===== src/rtl/core/whpt_pkg.sv =====
// Package of the word hash probe table: widths, status codes, key type and
// the command and status structs between controller and datapath. No dependencies.
package whpt_pkg;

  localparam int TABLE_SIZE_DEF = 26;
  localparam int KEY_LO_W       = 64;
  localparam int KEY_MID_W      = 64;
  localparam int KEY_HI_W       = 24;
  localparam int STATUS_W       = 2;
  localparam int SLOT_W         = 5;
  localparam int CMP_W          = 5;
  localparam int LETTER_W       = 5;
  localparam int HOME_TBL_N     = 32;

  localparam logic [7:0] CHAR_LOWER_A = 8'h61;
  localparam logic [7:0] CHAR_LOWER_Z = 8'h7a;

  // Result status codes.
  localparam logic [STATUS_W-1:0] ST_DONE      = 2'd0;
  localparam logic [STATUS_W-1:0] ST_NOT_FOUND = 2'd1;
  localparam logic [STATUS_W-1:0] ST_FULL      = 2'd2;
  localparam logic [STATUS_W-1:0] ST_BAD_KEY   = 2'd3;

  // Input mode codes.
  localparam logic MODE_INSERT = 1'b0;
  localparam logic MODE_SEARCH = 1'b1;

  // A full 19-byte key.
  typedef struct packed {
    logic [KEY_HI_W-1:0]  hi;
    logic [KEY_MID_W-1:0] mid;
    logic [KEY_LO_W-1:0]  lo;
  } key_t;

  // Where the reported slot and comparison count come from.
  typedef enum logic [2:0] {
    SRC_A_HIT,   // slot and count of the address stage
    SRC_A_MISS,  // slot zero, count of the address stage
    SRC_C_HIT,   // slot and count of the compare stage
    SRC_C_MISS,  // slot zero, count of the compare stage
    SRC_ZERO     // slot zero, count zero
  } fin_src_t;

  typedef struct packed {
    logic                load;
    logic                advance;
    logic                ins_write;
    logic                finish;
    logic [STATUS_W-1:0] fin_status;
    fin_src_t            fin_src;
  } whpt_cmd_t;

  typedef struct packed {
    logic bad_key;
    logic search;
    logic a_used;
    logic a_last;
    logic c_used;
    logic c_hit;
    logic c_last;
  } whpt_stat_t;

endpackage


===== src/rtl/core/whpt_ctrl.sv =====
// Controller of the word hash probe table: sequences load, probing and result.
// Depends on whpt_pkg.
module whpt_ctrl
  import whpt_pkg::*;
(
  input  logic       clk,
  input  logic       rst_n,
  input  logic       start,
  input  whpt_stat_t stat,
  output whpt_cmd_t  cmd,
  output logic       busy,
  output logic       out_valid
);

  typedef enum logic [1:0] {
    S_IDLE,
    S_PROBE,
    S_SEARCH
  } state_t;

  state_t state_r, state_nxt;
  logic   out_valid_r, out_valid_nxt;

  // Next state and commands to the datapath.
  always_comb begin
    state_nxt      = state_r;
    out_valid_nxt  = 1'b0;
    cmd            = '0;
    cmd.fin_status = ST_DONE;
    cmd.fin_src    = SRC_ZERO;
    unique case (state_r)
      S_IDLE: begin
        if (start) begin
          cmd.load  = 1'b1;
          state_nxt = S_PROBE;
        end
      end
      S_PROBE: begin
        priority if (stat.bad_key) begin
          cmd.finish     = 1'b1;
          cmd.fin_status = ST_BAD_KEY;
          cmd.fin_src    = SRC_ZERO;
          out_valid_nxt  = 1'b1;
          state_nxt      = S_IDLE;
        end else if (stat.search) begin
          // Issue the first key read; it is compared in the next cycle.
          cmd.advance = 1'b1;
          state_nxt   = S_SEARCH;
        end else if (!stat.a_used) begin
          cmd.ins_write  = 1'b1;
          cmd.finish     = 1'b1;
          cmd.fin_status = ST_DONE;
          cmd.fin_src    = SRC_A_HIT;
          out_valid_nxt  = 1'b1;
          state_nxt      = S_IDLE;
        end else if (stat.a_last) begin
          cmd.finish     = 1'b1;
          cmd.fin_status = ST_FULL;
          cmd.fin_src    = SRC_A_MISS;
          out_valid_nxt  = 1'b1;
          state_nxt      = S_IDLE;
        end else begin
          cmd.advance = 1'b1;
        end
      end
      S_SEARCH: begin
        priority if (!stat.c_used) begin
          cmd.finish     = 1'b1;
          cmd.fin_status = ST_NOT_FOUND;
          cmd.fin_src    = SRC_C_MISS;
          out_valid_nxt  = 1'b1;
          state_nxt      = S_IDLE;
        end else if (stat.c_hit) begin
          cmd.finish     = 1'b1;
          cmd.fin_status = ST_DONE;
          cmd.fin_src    = SRC_C_HIT;
          out_valid_nxt  = 1'b1;
          state_nxt      = S_IDLE;
        end else if (stat.c_last) begin
          cmd.finish     = 1'b1;
          cmd.fin_status = ST_NOT_FOUND;
          cmd.fin_src    = SRC_C_MISS;
          out_valid_nxt  = 1'b1;
          state_nxt      = S_IDLE;
        end else begin
          cmd.advance = 1'b1;
        end
      end
      default: begin
        state_nxt = S_IDLE;
      end
    endcase
  end

  // State and result strobe.
  always_ff @(posedge clk) begin
    if (!rst_n) begin
      state_r     <= S_IDLE;
      out_valid_r <= 1'b0;
    end else begin
      state_r     <= state_nxt;
      out_valid_r <= out_valid_nxt;
    end
  end

  assign busy      = (state_r != S_IDLE);
  assign out_valid = out_valid_r;

endmodule


===== src/rtl/core/whpt_datapath.sv =====
// Datapath of the word hash probe table: probe address generation, slot valid
// bits, key memory, key compare and result registers. Depends on whpt_pkg.
module whpt_datapath
  import whpt_pkg::*;
#(
  parameter int TABLE_SIZE = TABLE_SIZE_DEF
) (
  input  logic                 clk,
  input  logic                 rst_n,
  input  logic                 in_mode,
  input  logic [KEY_LO_W-1:0]  in_key_lo,
  input  logic [KEY_MID_W-1:0] in_key_mid,
  input  logic [KEY_HI_W-1:0]  in_key_hi,
  input  logic                 cfg_we,
  input  logic                 cfg_probe_mode,
  input  whpt_cmd_t            cmd,
  output whpt_stat_t           stat,
  output logic [STATUS_W-1:0]  out_status,
  output logic [SLOT_W-1:0]    out_slot,
  output logic [CMP_W-1:0]     out_comparisons
);

  localparam int IDX_W = $clog2(TABLE_SIZE);
  localparam logic [IDX_W:0]   SIZE_EXT = (IDX_W+1)'(TABLE_SIZE);
  localparam logic [IDX_W-1:0] LAST_CNT = IDX_W'(TABLE_SIZE - 1);

  // Home slot of each letter offset, reduced modulo the table size.
  logic [IDX_W-1:0] home_tbl [HOME_TBL_N];
  for (genvar k = 0; k < HOME_TBL_N; k++) begin : g_home
    assign home_tbl[k] = IDX_W'(k % TABLE_SIZE);
  end

  logic                probe_mode_r;
  key_t                key_r;
  logic                search_r;
  logic                bad_r;
  logic [IDX_W-1:0]    slot_a_r;
  logic [IDX_W-1:0]    cnt_a_r;
  logic [IDX_W-1:0]    delta_r;
  logic [IDX_W-1:0]    slot_c_r;
  logic [IDX_W-1:0]    cnt_c_r;
  logic                used_c_r;
  key_t                rd_key_r;
  logic [TABLE_SIZE-1:0] used_r;
  key_t                key_mem [TABLE_SIZE];
  logic [STATUS_W-1:0] res_status_r;
  logic [SLOT_W-1:0]   res_slot_r;
  logic [CMP_W-1:0]    res_cmp_r;

  logic [7:0]          first_byte;
  logic [7:0]          letter_diff;
  logic                letter_ok;
  logic [IDX_W-1:0]    home_in;
  logic [IDX_W:0]      slot_sum;
  logic [IDX_W-1:0]    slot_step;
  logic [IDX_W:0]      delta_sum;
  logic [IDX_W-1:0]    delta_step;
  logic [IDX_W-1:0]    delta_nxt;
  key_t                key_in;

  // Key decode: first byte must be a lowercase letter.
  assign first_byte  = in_key_lo[7:0];
  assign letter_ok   = (first_byte >= CHAR_LOWER_A) && (first_byte <= CHAR_LOWER_Z);
  assign letter_diff = first_byte - CHAR_LOWER_A;
  assign home_in     = home_tbl[letter_diff[LETTER_W-1:0]];
  assign key_in      = '{hi: in_key_hi, mid: in_key_mid, lo: in_key_lo};

  // Next probe slot: add the step and wrap once, both sides are below the size.
  assign slot_sum  = {1'b0, slot_a_r} + {1'b0, delta_r};
  assign slot_step = (slot_sum >= SIZE_EXT) ? IDX_W'(slot_sum - SIZE_EXT) : slot_sum[IDX_W-1:0];

  // Quadratic probing grows the step by two each probe (odd numbers give squares).
  assign delta_sum  = {1'b0, delta_r} + (IDX_W+1)'(2);
  assign delta_step = (delta_sum >= SIZE_EXT) ? IDX_W'(delta_sum - SIZE_EXT)
                                              : delta_sum[IDX_W-1:0];
  assign delta_nxt  = probe_mode_r ? delta_step : delta_r;

  // Configuration register and slot valid bits.
  always_ff @(posedge clk) begin
    if (!rst_n) begin
      probe_mode_r <= 1'b0;
      used_r       <= '0;
    end else begin
      if (cfg_we) begin
        probe_mode_r <= cfg_probe_mode;
      end
      if (cmd.ins_write) begin
        used_r[slot_a_r] <= 1'b1;
      end
    end
  end

  // Request capture and probe stages.
  always_ff @(posedge clk) begin
    if (cmd.load) begin
      key_r    <= key_in;
      search_r <= (in_mode == MODE_SEARCH);
      bad_r    <= !letter_ok;
      slot_a_r <= home_in;
      cnt_a_r  <= '0;
      delta_r  <= IDX_W'(1);
    end else if (cmd.advance) begin
      slot_a_r <= slot_step;
      cnt_a_r  <= cnt_a_r + IDX_W'(1);
      delta_r  <= delta_nxt;
    end
    if (cmd.advance) begin
      slot_c_r <= slot_a_r;
      cnt_c_r  <= cnt_a_r;
      used_c_r <= used_r[slot_a_r];
    end
  end

  // Key memory: one write port, one registered read port.
  always_ff @(posedge clk) begin
    if (cmd.ins_write) begin
      key_mem[slot_a_r] <= key_r;
    end
    if (cmd.advance) begin
      rd_key_r <= key_mem[slot_a_r];
    end
  end

  // Result registers.
  always_ff @(posedge clk) begin
    if (cmd.finish) begin
      res_status_r <= cmd.fin_status;
      unique case (cmd.fin_src)
        SRC_A_HIT: begin
          res_slot_r <= SLOT_W'(slot_a_r);
          res_cmp_r  <= CMP_W'(cnt_a_r);
        end
        SRC_A_MISS: begin
          res_slot_r <= '0;
          res_cmp_r  <= CMP_W'(cnt_a_r);
        end
        SRC_C_HIT: begin
          res_slot_r <= SLOT_W'(slot_c_r);
          res_cmp_r  <= CMP_W'(cnt_c_r);
        end
        SRC_C_MISS: begin
          res_slot_r <= '0;
          res_cmp_r  <= CMP_W'(cnt_c_r);
        end
        default: begin
          res_slot_r <= '0;
          res_cmp_r  <= '0;
        end
      endcase
    end
  end

  // Status to the controller.
  assign stat.bad_key = bad_r;
  assign stat.search  = search_r;
  assign stat.a_used  = used_r[slot_a_r];
  assign stat.a_last  = (cnt_a_r == LAST_CNT);
  assign stat.c_used  = used_c_r;
  assign stat.c_hit   = (rd_key_r == key_r);
  assign stat.c_last  = (cnt_c_r == LAST_CNT);

  assign out_status      = res_status_r;
  assign out_slot        = res_slot_r;
  assign out_comparisons = res_cmp_r;

endmodule


===== src/rtl/core/word_hash_probe_table.sv =====
// Top level of the word hash probe table: controller plus datapath.
// Depends on whpt_pkg, whpt_ctrl and whpt_datapath.
//
// Usage. A request (in_mode, in_key_lo, in_key_mid, in_key_hi) is taken at a
// clock edge where start is high and busy is low. in_mode selects insert or
// search. One result (out_status, out_slot, out_comparisons) follows per
// request, shown for exactly one cycle with out_valid high; the receiver must
// take it then, it cannot stall the block. busy is already low in that cycle,
// so the next request may be taken while the result is on the ports.
// Probing. Probes run one per cycle. A search takes a registered key memory
// read before each compare, so it returns later than an insert that ends on
// the same probe. A key whose first byte is not a lowercase letter is
// rejected before any probe. One request is in flight at a time.
// Configuration. cfg_probe_mode (0 linear, 1 quadratic) is written when
// cfg_valid and cfg_ready are high; cfg_ready is high whenever busy is low.
// Reset. Synchronous rst_n empties the table and selects linear probing.
module word_hash_probe_table
  import whpt_pkg::*;
#(
  parameter int TABLE_SIZE = TABLE_SIZE_DEF
) (
  input  logic                 clk,
  input  logic                 rst_n,
  input  logic                 start,
  output logic                 busy,
  input  logic                 in_mode,
  input  logic [KEY_LO_W-1:0]  in_key_lo,
  input  logic [KEY_MID_W-1:0] in_key_mid,
  input  logic [KEY_HI_W-1:0]  in_key_hi,
  output logic                 out_valid,
  output logic [STATUS_W-1:0]  out_status,
  output logic [SLOT_W-1:0]    out_slot,
  output logic [CMP_W-1:0]     out_comparisons,
  input  logic                 cfg_valid,
  output logic                 cfg_ready,
  input  logic                 cfg_probe_mode
);

  whpt_cmd_t  cmd;
  whpt_stat_t stat;
  logic       cfg_we;

  // Configuration is taken only between requests.
  assign cfg_ready = !busy;
  assign cfg_we    = cfg_valid && cfg_ready;

  whpt_ctrl u_ctrl (
    .clk       (clk),
    .rst_n     (rst_n),
    .start     (start),
    .stat      (stat),
    .cmd       (cmd),
    .busy      (busy),
    .out_valid (out_valid)
  );

  whpt_datapath #(
    .TABLE_SIZE (TABLE_SIZE)
  ) u_datapath (
    .clk             (clk),
    .rst_n           (rst_n),
    .in_mode         (in_mode),
    .in_key_lo       (in_key_lo),
    .in_key_mid      (in_key_mid),
    .in_key_hi       (in_key_hi),
    .cfg_we          (cfg_we),
    .cfg_probe_mode  (cfg_probe_mode),
    .cmd             (cmd),
    .stat            (stat),
    .out_status      (out_status),
    .out_slot        (out_slot),
    .out_comparisons (out_comparisons)
  );

endmodule


===== config.mk =====
export PLATFORM = sky130hd
export DESIGN_NAME = word_hash_probe_table
export DESIGN_NICKNAME = d
export VERILOG_FILES = /design/src/rtl/core/whpt_pkg.sv /design/src/rtl/core/whpt_ctrl.sv /design/src/rtl/core/whpt_datapath.sv /design/src/rtl/core/word_hash_probe_table.sv
export SDC_FILE = /design/constraint.sdc
export NUM_CORES = 2
export LEC_CHECK = 0
export BUFFER_PORTS_ARGS = -buffer_cell sky130_fd_sc_hd__buf_2
export CAP_MARGIN = 20
export CORE_MARGIN = 10
export CORE_UTILIZATION = 48
export CTS_BUF_LIST = sky130_fd_sc_hd__clkbuf_2 sky130_fd_sc_hd__clkbuf_4 sky130_fd_sc_hd__clkbuf_8
export DETAILED_ROUTE_END_ITERATION = 12
export GPL_ROUTABILITY_DRIVEN = 0
export HOLD_SLACK_MARGIN = 0.1
export SYNTH_ARGS = -nofsm -noshare
export SYNTH_HDL_FRONTEND = slang
export SYNTH_SLANG_ARGS = --single-unit
export TNS_END_PERCENT = 1

===== constraint.sdc =====
create_clock -name clk -period 17.39 [get_ports clk]
set_input_delay 3.478 -clock clk [delete_from_list [all_inputs] [get_ports clk]]
set_output_delay 3.478 -clock clk [all_outputs]
set_load 0.05 [all_outputs]

Word-level counts from Yosys, hierarchy flattened:

Memories as Yosys holds them, arrays and structs flattened. A register that Yosys moved wholly into a read port is not among the register bits.
Cells that the tools add are included.

* flip-flop bits (word level): 222
* bits in latches: 0
* RAM bits: 3952
* ROM bits: 160
* bits of input ports: 158
* output and inout port bits: 15
* word-level logic and storage cells: 110
* memories kept: 2

* add/subtract/negate cells: 6
* multiply operators: 0
* div/mod/pow operators: 0
* magnitude comparators: 7
* equality and inequality tests: 11
* shift-type cells: 0
* mux-type cells: 51
* bitwise operators: 2
* reductions and logical operators: 13

Memories
* u_datapath.key_mem: words 26, width 152, rd ports 1, clocked after Yosys merged registers in 1, wr ports 1, RTL line whpt_datapath.sv:45 `key_t key_mem [TABLE_SIZE];`
* (name not given): words 32, width 5, rd ports 1, clocked after Yosys merged registers in 0, wr ports 0, RTL line whpt_datapath.sv:65 `assign home_in = home_tbl[letter_diff[LETTER_W-1:0]];`

Operators by type and width (count)
* 152-bit equality test: 1
* 6-bit two-way mux: 6
* 5-bit two-way mux: 6
* 26-bit OR: 1
* 1-bit two-way mux: 21
* 5-bit case mux with 2 select lines: 2
* 2-bit two-way mux: 9
* 6-bit by 5-bit greater-or-equal comparator with 1-bit output, second input constant: 2
* 6-bit case mux with 2 select lines: 1
* 5-bit equality test, second input constant: 2
* 5-bit subtractor, second input constant: 2
* 8-bit by 7-bit greater-or-equal comparator with 1-bit output, second input constant: 1
* 8-bit by 7-bit less-or-equal comparator with 1-bit output, second input constant: 1
* 7-bit two-way mux: 1
* 5-bit by 2-bit adder with 6-bit output, second input constant: 1
* 5-bit by 5-bit adder with 6-bit output: 1
* 3-bit by 2-bit equality test with 1-bit output, second input constant: 2
* 6-bit greater-or-equal comparator, second input constant: 1
* 5-bit by 6-bit less-than comparator with 1-bit output, second input constant: 1
* 5-bit inverter with 6-bit output: 1
* 2-bit case mux with 3 select lines: 1
* 5-bit by 1-bit adder with 5-bit output, second input constant: 1
* 1-bit binary-select mux with 5-bit select: 1
* 1-bit demux with 5-bit select: 1
* other kinds (17): 23

Logic depth before layout (Yosys ltp):

* word-level depth: 9
* mapped depth: 11
* mapped depth without buffers: 9

Hierarchy:

Synthesis repeated with hierarchy kept, for this count alone.

* cells, all modules: 7459
* area, all modules: 163789.6 sq um

By module, submodules not included
* whpt_datapath: instances 1, cells each 7412, area each 163438.0 sq um, seq. area each 129424.1 sq um
* whpt_ctrl: instances 1, cells each 45, area each 341.6 sq um, seq. area each 60.1 sq um
* word_hash_probe_table: instances 1, cells each 2, area each 10.0 sq um, seq. area each 0.0 sq um

Worst setup path before layout:

OpenSTA, ideal clock, no wires.

* kind: reg2reg
* from: register u_datapath.slot_a_r[0]
* to: memory u_datapath.key_mem[0][0] in the netlist's numbering, enable pin
* setup time: 668 ps
* data arrival time: 8358 ps
* data required time: 16722 ps
* slack: 8364 ps
* stages on the path, launching flop included: 8
* period minus slack after synthesis: 9026 ps
* cells stage by stage: edfxtp_1 -> buf_4 -> mux4_2 -> o221ai_1 -> nand4_2 -> nor3_4 -> nand3_2 -> nor2_1

RTL lines
* from (decl): RTL line whpt_datapath.sv:37 `logic [IDX_W-1:0] slot_a_r;`
* from (signal assigned): RTL line whpt_datapath.sv:99 `slot_a_r <= home_in;`
* from (signal assigned): RTL line whpt_datapath.sv:103 `slot_a_r <= slot_step;`
* to (decl): RTL line whpt_datapath.sv:45

==> flow_summary.yaml <==
run_status:
  status: "complete, no violations"
detailed_routing:
  wl_um: 426900
  antenna_left: 0
  avgRoutedWirePerCell_um: 32.63
  num_vias: 79350
  first_pass_iters: 6
  viasPerCell: 6.064
  drc_errors: 0
  dr.first_iter.drc_count: 9081
place:
  placed_cells: 11850
  post-place-ws_ps: 10130
  dp_hpwl_um: 221500
  portBuffers: 172
grt:
  busiest_layer: "met2"
  gr-usage-met2: 0.3742
  grt_max_degree: 111
  antenna_found_initial: 6
  grt_pass1_wl_um: 609500
  grtUsageMet3: 0.03699
  grt_pass1_vias: 82370
  gr-total-overflow: 0
  grt_use_total: 0.2300
  use_met1: 0.3255
timing:
  fin_ws_ps: 10180
  fmax_ghz: 0.1387
  rsz0062_at_grt: "false"
  setup_violations: 0
  tns_ps: 0
  period_share: 0.4147
  post-route-min-period_ps: 7212
  drv_slew: 0
  worstMarginPinSlew_ps: 1238
  skew_ps: 86.83
  hold_violations: 0
  max_slew_margin: 0.1690
worst_setup_path:
  critPathMaxFanout: 40
  crit_type: "reg -> reg"
  crit_arrival_ps: 8030
  required_ps: 18200
  worstSetupStartpointType: "register"
  cp-end-kind: "register"
cts:
  cts.repair.resized: 0
  clock-root-buffer: "clkbuf_8"
  cts_buffers: 697
  cts.path.max_buffers: 4
  clock-sinks: 4325
  clock_latency_ps: 1240
  cts_setup_buffers: 0
  postCtsHoldBufs: 0
  htreeDepth: 6
  cts_tree: "yes"
  path_clk_slew_ps: 60
finish:
  final_cell_count_no_fill: 13090
  final_cell_mix: "4286 x edfxtp_1, 967 x mux4_2, 710 x clkbuf_8"
  layout_commonest_cell: "edfxtp_1"
  nets: 8186
  drive_above_1_share: 0.3025
  syn2layout_area_growth_pct: 13.05
  n_fill_cell: 25790
run:
  cap_viol_max_count: 0
die:
  io-pin-count: 173
  die_area_mm2: 0.3639
  fp-row-count: 214
  die_x_um: 603.2
  die_h_um: 603.2
  initial_core_util: 0.4813
  core_mm2: 0.3392
yosys:
  synth_seq_area_share: 0.7930
  synth_fp_nets: 7396
  ys_ff_latch: 4325
  ys_types: 60
  async_flop_share: 0
  syn_area_per_cell_um2: 22.61
  synth-edff-count: 4286
  yosys_warnings: 0
  synth_area_mm2: 0.1633
  ys.flop_type: "edfxtp_1"
  syn_inst: 7222
power_and_ir_drop:
  peakVddDrop_mv: 0.08677
  fin_total_pwr_w: 0.02234
  powerDensity_mw_per_mm2: 121.0
  leakagePower_nw: 58.37
min_path:
  hold_class: "reg -> reg"
==> worst max-delay path, cell delays in order, from the launching register on <==
cell and delay (ps):
edfxtp_1 500, buf_4 670, buf_4 710, nor3_2 90, buf_4 360, a32oi_1 300, nand4_2 370, nor3_4 400
nand3_2 330, nor2_4 680, buf_4 720, buf_4 720, buf_4 700
==> flip-flops by register name, summed over array words and instances, names as in the netlist, 5 cells and up <==
register and cells:
u_datapath.cnt_c_r 5, u_datapath.out_slot 5, u_datapath.cnt_a_r 5, u_datapath.slot_a_r 5, u_datapath.slot_c_r 5, u_datapath.used_r 26, u_datapath.rd_key_r 152, u_datapath.key_r 152
u_datapath.key_mem 3952, u_datapath.out_comparisons 5
==> final timing paths <==
kind	start	depth (start not counted)	slack, ps	endpoint
setup / recovery	u_datapath.slot_a_r[4]	12	10180	u_datapath.key_mem[6][41]
hold / removal	u_datapath.used_r[22]	1	460	u_datapath.used_r[22]
setup reg to reg	u_datapath.slot_a_r[4]	12	10180	u_datapath.key_mem[6][41]
hold reg to reg	u_datapath.used_r[22]	1	460	u_datapath.used_r[22]
==> synth_stat cells, types with 26 or more instances <==
master / number / share of area
edfxtp_1: 4286 / 0.79
mux4_2: 967 / 0.13
a21oi_1: 274 / 0.0084
clkbuf_1: 213 / 0.0049
mux2i_1: 176 / 0.011
nand2_1: 174 / 0.0040
nor2_1: 152 / 0.0035
xnor2_1: 140 / 0.0075
a22oi_1: 120 / 0.0055
buf_2: 114 / 0.0035
o211ai_1: 73 / 0.0034
inv_1: 72 / 0.0017
o221ai_1: 54 / 0.0029
dfxtp_1: 39 / 0.0048
nand4_1: 39 / 0.0015
a221oi_1: 36 / 0.0019
mux2_2: 30 / 0.0021
a221o_1: 29 / 0.0018
o21a_1: 26 / 0.0012
==> through the flow <==
| step | area (um^2) | util | hold slack [ps] |
|---|---|---|---|
| 6_report | 184600 | 0.5441 | 464.6 |
| 5_1_grt | 184600 | 0.5441 | 478.4 |
| 4_1_cts | 184500 | 0.5438 | 464.3 |
| 3_5_place_dp | 170900 | 0.5038 | 450.2 |
| 3_3_place_gp | 170800 | 0.5036 | 442.3 |
| 2_1_floorplan | 163300 | - | 435.2 |
==> area by class of cell <==
cell class / count / area, um^2 / area share
sequential: 4325 / 129500 / 0.7015
clock buffer: 967 / 11700 / 0.06339
tap: 4536 / 5675 / 0.03075
antenna: 3 / 7.507 / 0.00004067
multi-input combinational: 2455 / 32200 / 0.1744
clock inverter: 266 / 1874 / 0.01015
timing repair buffer: 459 / 3346 / 0.01813
inverter: 74 / 300.3 / 0.001627
==> cell families after synthesis <==
logic type,after synthesis,share of synthesized area
xor gates and xnor gates,153,0.008207
DFF,4325,0.7930
adders and majority gates,16,0.001272
AOI/OAI and AO/OA,673,0.02753
muxes,1173,0.1462
buffers and inverters,442,0.01149
and+or+nand+nor,440,0.01221
==> routing by layer <==
metal | up-vias | part of all wire
met1 | 43070 | 0.41
li1 | 32220 | -
met2 | 3412 | 0.49
met3 | 651 | 0.072
met5 | - | 0.000030
met4 | 2 | 0.028
==> power by group <==
| group | internal [W] | switching [W] |
|---|---|---|
| clock | 0.00457 | 0.00402 |
| combinational | 0.000819 | 0.00130 |
| sequential | 0.0116 | 0.0000655 |
| total | 0.0170 | 0.00538 |
Note: power is estimated with default switching activity, not from simulation.
